$ cat config.mk
export PLATFORM = sky130hd
export DESIGN_NAME = urm_ram
export DESIGN_NICKNAME = d
export VERILOG_FILES = /design/src/rtl/urm_ram.sv
export SDC_FILE = /design/constraint.sdc
export NUM_CORES = 1
export LEC_CHECK = 0
export ABC_AREA = 1
export BUFFER_PORTS_ARGS = -buffer_cell sky130_fd_sc_hd__buf_4
export CORE_UTILIZATION = 46
export CTS_CLUSTER_DIAMETER = 40
export DETAILED_ROUTE_END_ITERATION = 8
export PLACE_DENSITY = 0.59
export SLEW_MARGIN = 20
export SYNTH_ARGS = -nofsm -noshare
export SYNTH_HDL_FRONTEND = slang
export SYNTH_SLANG_ARGS = --single-unit
$ cat constraint.sdc
create_clock -name clock -period 1.4 [get_ports clock]
set_input_delay 0.28 -clock clock [delete_from_list [all_inputs] [get_ports clock]]
set_output_delay 0.28 -clock clock [all_outputs]
set_load 0.02 [all_outputs]
$ cat src/rtl/urm_ram.sv
// ----------------------------------------------------------------------------
// Generic RAM
// One write port and one read port with registered read data.
// ----------------------------------------------------------------------------
module urm_ram #(
   parameter int WIDTH = 8,
   parameter int DEPTH = 16
) (
   input  logic                     clock,
   input  logic                     wr_en,
   input  logic [$clog2(DEPTH)-1:0] wr_addr,
   input  logic [WIDTH-1:0]         wr_data,
   input  logic [$clog2(DEPTH)-1:0] rd_addr,
   output logic [WIDTH-1:0]         rd_data
);
   logic [WIDTH-1:0] mem_ff [DEPTH];
   logic [WIDTH-1:0] rd_data_ff;

   always_ff @(posedge clock) begin
      if (wr_en) begin
         mem_ff[wr_addr] <= wr_data;
      end
      rd_data_ff <= mem_ff[rd_addr];
   end

   assign rd_data = rd_data_ff;
endmodule

Word level (Yosys, flattened, before mapping)
Memories as Yosys holds them, arrays and structs flattened. A register that Yosys moved wholly into a read port is not among the register bits.
Cells that the tools add are included.
- muxes and demuxes: 2
- operators by type and width (kind ; number):
    2-to-1 mux 1 bit ; 2
- memories: 1
- logic and storage cells: 3
- bits in registers: 0
- bits in writable memories: 128
- input port bits: 18
- output and inout port bits: 8
- memories (memory ; depth ; bits a word ; rd ports ; clocked after memory_dff ; write ports ; RTL line ; source):
    mem_ff ; 16 ; 8 ; 1 ; 1 ; 1 ; 16 ; logic [WIDTH-1:0] mem_ff [DEPTH];

Longest topological paths before layout
- depth in word-level cells: 2
- mapped depth: 8
- depth with buffers taken out: 7

Worst setup path before layout
Ideal clock, no wire load.
- path kind: input-to-reg
- start point: input wr_addr[2]
- end point: memory mem_ff[10][0] (enable)
- stages: 2
- slack: 169 ps
- setup time: 370 ps
- arrival time: 861 ps
- path buffers: 0
- path through: nand3b_1 > nor2_1
- RTL lines (what ; RTL line ; source):
    start: declaration ; 11 ; input logic [$clog2(DEPTH)-1:0] wr_addr,
    end: declaration ; 16 ;
Straight into the memory's write port.

Worst setup path after layout
- start point: register rd_data_ff[1] (netlist: rd_data[1]), read port of mem_ff
- end point: output rd_data[1]
- RTL lines (what ; RTL line ; source):
    start: declaration ; 17 ; logic [WIDTH-1:0] rd_data_ff;
    end: declaration ; 14 ; output logic [WIDTH-1:0] rd_data
No word-level cell between the ends.

==> flow_summary.toml <==
[global_routing]
grt_max_degree = 65
grt_use_met1_pct = 30.8
grt_pass1_wl_um = 20400
gr-usage-met3_pct = 3.67
grt_busiest_layer = "met2"
track_usage_pct = 21.9
globalRouteMet2Util_pct = 34.3
first_global_vias = 3644
antenna_found_initial = 0
gr-total-overflow = 0

[clock_network]
cts_hold_buf = 0
numCtsBuffers = 17
cts_root_buf = "clkbuf_16"
cts_tree = "yes"
htree_levels = 4
clk_pin_slew_ns = 0.06
clk_latency_ns = 0.41
cts_sinks = 136
cts_resized = 0
clockBufferDepth = 2
cts_setup_buffers = 0

[timing]
hold_viol = 0
max_freq_mhz = 835
period_needed_ns = 1.20
setup_viol = 0
rsz0062_at_grt = "no"
setup_tns_ns = 0
worstMarginPinSlew_ns = 0.327
maxSlewHeadroom_pct = 78.2
final_max_slew_viol_count = 0
fin_crit_sh_pct = 85.6
final.setup_skew_ns = 0.0108
hold_slack_ns = 0.199

[floorplan]
fp.dieH_um = 114
io_pins = 26
die_area_mm2 = 0.0130
core_mm2 = 0.0121
start_util_pct = 47.6
rows = 40
die_x_um = 114

[worst_setup_path]
cpPeakStageDelay_ns = 0.35
critPathBufInv = 1
worstSetupPathType = "register to primary output"
cpLargestDelayFamily = "flip-flops"
cp.arrival_ns = 0.92
r2r_slack_ns = 0.34
cp_slowest_cell = "dfxtp_1"
cp-start-kind = "register"
crit_chain = "buf_4"
cp_max_fo = 1
worstSetupEndpointType = "primary output"
cp.required_ns = 1.12

[synthesis]
synth_cell_types = 12
synthCells = 551
syn_nets = 569
synth_area_per_cell_um2 = 10.5
ys_seq_area_share_pct = 69.4
ys_warn_count = 0
ys_ff_latch = 136
netlist_area_mm2 = 0.00577

[routing]
antenna_left = 0
wl_per_cell_um = 16.7
vias_per_cell = 4.88
vias = 3784
dr.pass1.iters = 6
wl_um = 13000
drc = 0
drtIter0Drc = 330

[layout]
layout.nets = 613
diodes = 0
drive_gt1_share_pct = 13.7
area_delta_synth_final_pct = 19.9
finish.utilization_pct = 57.1

[worst_hold_path]
min_path_type = "input pin to register"

[power]
ir_worst_vdd_mv = 0.892
p_int_mw = 7.99
p_leak_nw = 3.01
p_sw_mw = 2.16
clockPowerShare_pct = 48.6
pwr-share-comb_pct = 6.3
seqPwrFrac_pct = 45.1
netSwitchingFraction_pct = 21.3
powerDensity_mw_per_mm2 = 1470

[place]
port_buffers = 25
gp_congestion = 0.762
dp_hpwl_um = 7760

[run]
drv_cap = 0

[status]
status = "complete, no violations"
[cell usage after synthesis]
| master | number | area [um2] |
|---|---|---|
| buf_1 | 1 | 3.75 |
| buf_2 | 13 | 65.1 |
| buf_4 | 4 | 30.0 |
| buf_6 | 6 | 67.6 |
| dfxtp_1 | 8 | 160 |
| edfxtp_1 | 128 | 3840 |
| inv_1 | 100 | 375 |
| inv_2 | 2 | 7.51 |
| nand2_1 | 173 | 649 |
| nand3_1 | 97 | 485 |
| nand3b_1 | 2 | 15.0 |
| nor2_1 | 17 | 63.8 |
[cell families (layout without fill, tap and decap cells)]
logic type | after synthesis | after routing | share of synthesized area, %
buf+inv | 126 | 183 | 9.52
flops | 136 | 136 | 69.4
simple gates | 289 | 289 | 21.0
[per-stage QoR]
stage | power (mW) | instance area [um2] | worst slack [ns] | std cells
floorplan | 5.01 | 5770 | 0.169 | 551
global placement | 5.30 | 6250 | 0.0478 | 744
detailed placement | 5.31 | 6250 | 0.0286 | 744
CTS | 10.2 | 6920 | 0.173 | 776
global route | 10.4 | 6920 | 0.168 | 776
finish | 10.2 | 6920 | 0.202 | 776
[layout make-up]
class,count,area (um2)
Multi-Input combinational cell,289,1210
Fill cell,1033,5200
Tap cell,168,210
Clock buffer,18,439
Sequential cell,136,4000
Timing Repair Buffer,49,443
Clock inverter,14,223
Inverter,102,383
[power by group through the flow]
stage          Combinational (mW)  Sequential (mW)  Clock [mW]
2_1_floorplan               0.321             4.69           0
3_3_place_gp                0.636             4.66           0
3_5_place_dp                0.642             4.66           0
4_1_cts                     0.646             4.58        4.98
5_1_grt                     0.706             4.59        5.13
6_report                    0.641             4.58        4.93
[registers in the layout, summed over array words and instances, names as in the netlist]
register,count
mem_ff,128
rd_data,8
[tightest hold or removal path: stages]
cell	delay (ns)
buf_4	0.16
nand3_1	0.09
nand2_1	0.05
[cell usage in the layout, fill, tap and decap left out, types with 5 or more instances in the layout]
| cell | Yosys | routed |
|---|---|---|
| clkinv_4 | 0 | 5 |
| nor2_1 | 17 | 17 |
| clkbuf_16 | 0 | 17 |
| dfxtp_1 | 8 | 8 |
| edfxtp_1 | 128 | 128 |
| bufinv_16 | 0 | 5 |
| nand2_1 | 173 | 173 |
| nand3_1 | 97 | 97 |
| inv_1 | 100 | 100 |
| buf_12 | 0 | 6 |
| buf_4 | 4 | 43 |
[path summary, 6_finish.rpt]
kind	from	to	depth (start not counted)
setup reg to reg	mem_ff[11][4]$_DFFE_PP_	rd_data[4]$_DFF_P_	6
setup / recovery	rd_data[1]$_DFF_P_	rd_data[1]	1
hold reg to reg	mem_ff[12][5]$_DFFE_PP_	rd_data[5]$_DFF_P_	6
hold / removal	rd_addr[3]	rd_data[3]$_DFF_P_	3
[per-layer routing]
metal,vias to the layer above,wire [um]
li1,1865,-
met1,1791,6030
met2,111,6060
met3,17,690
met4,0,201
met5,-,0
No activity file was read; power rests on OpenSTA's default activity.
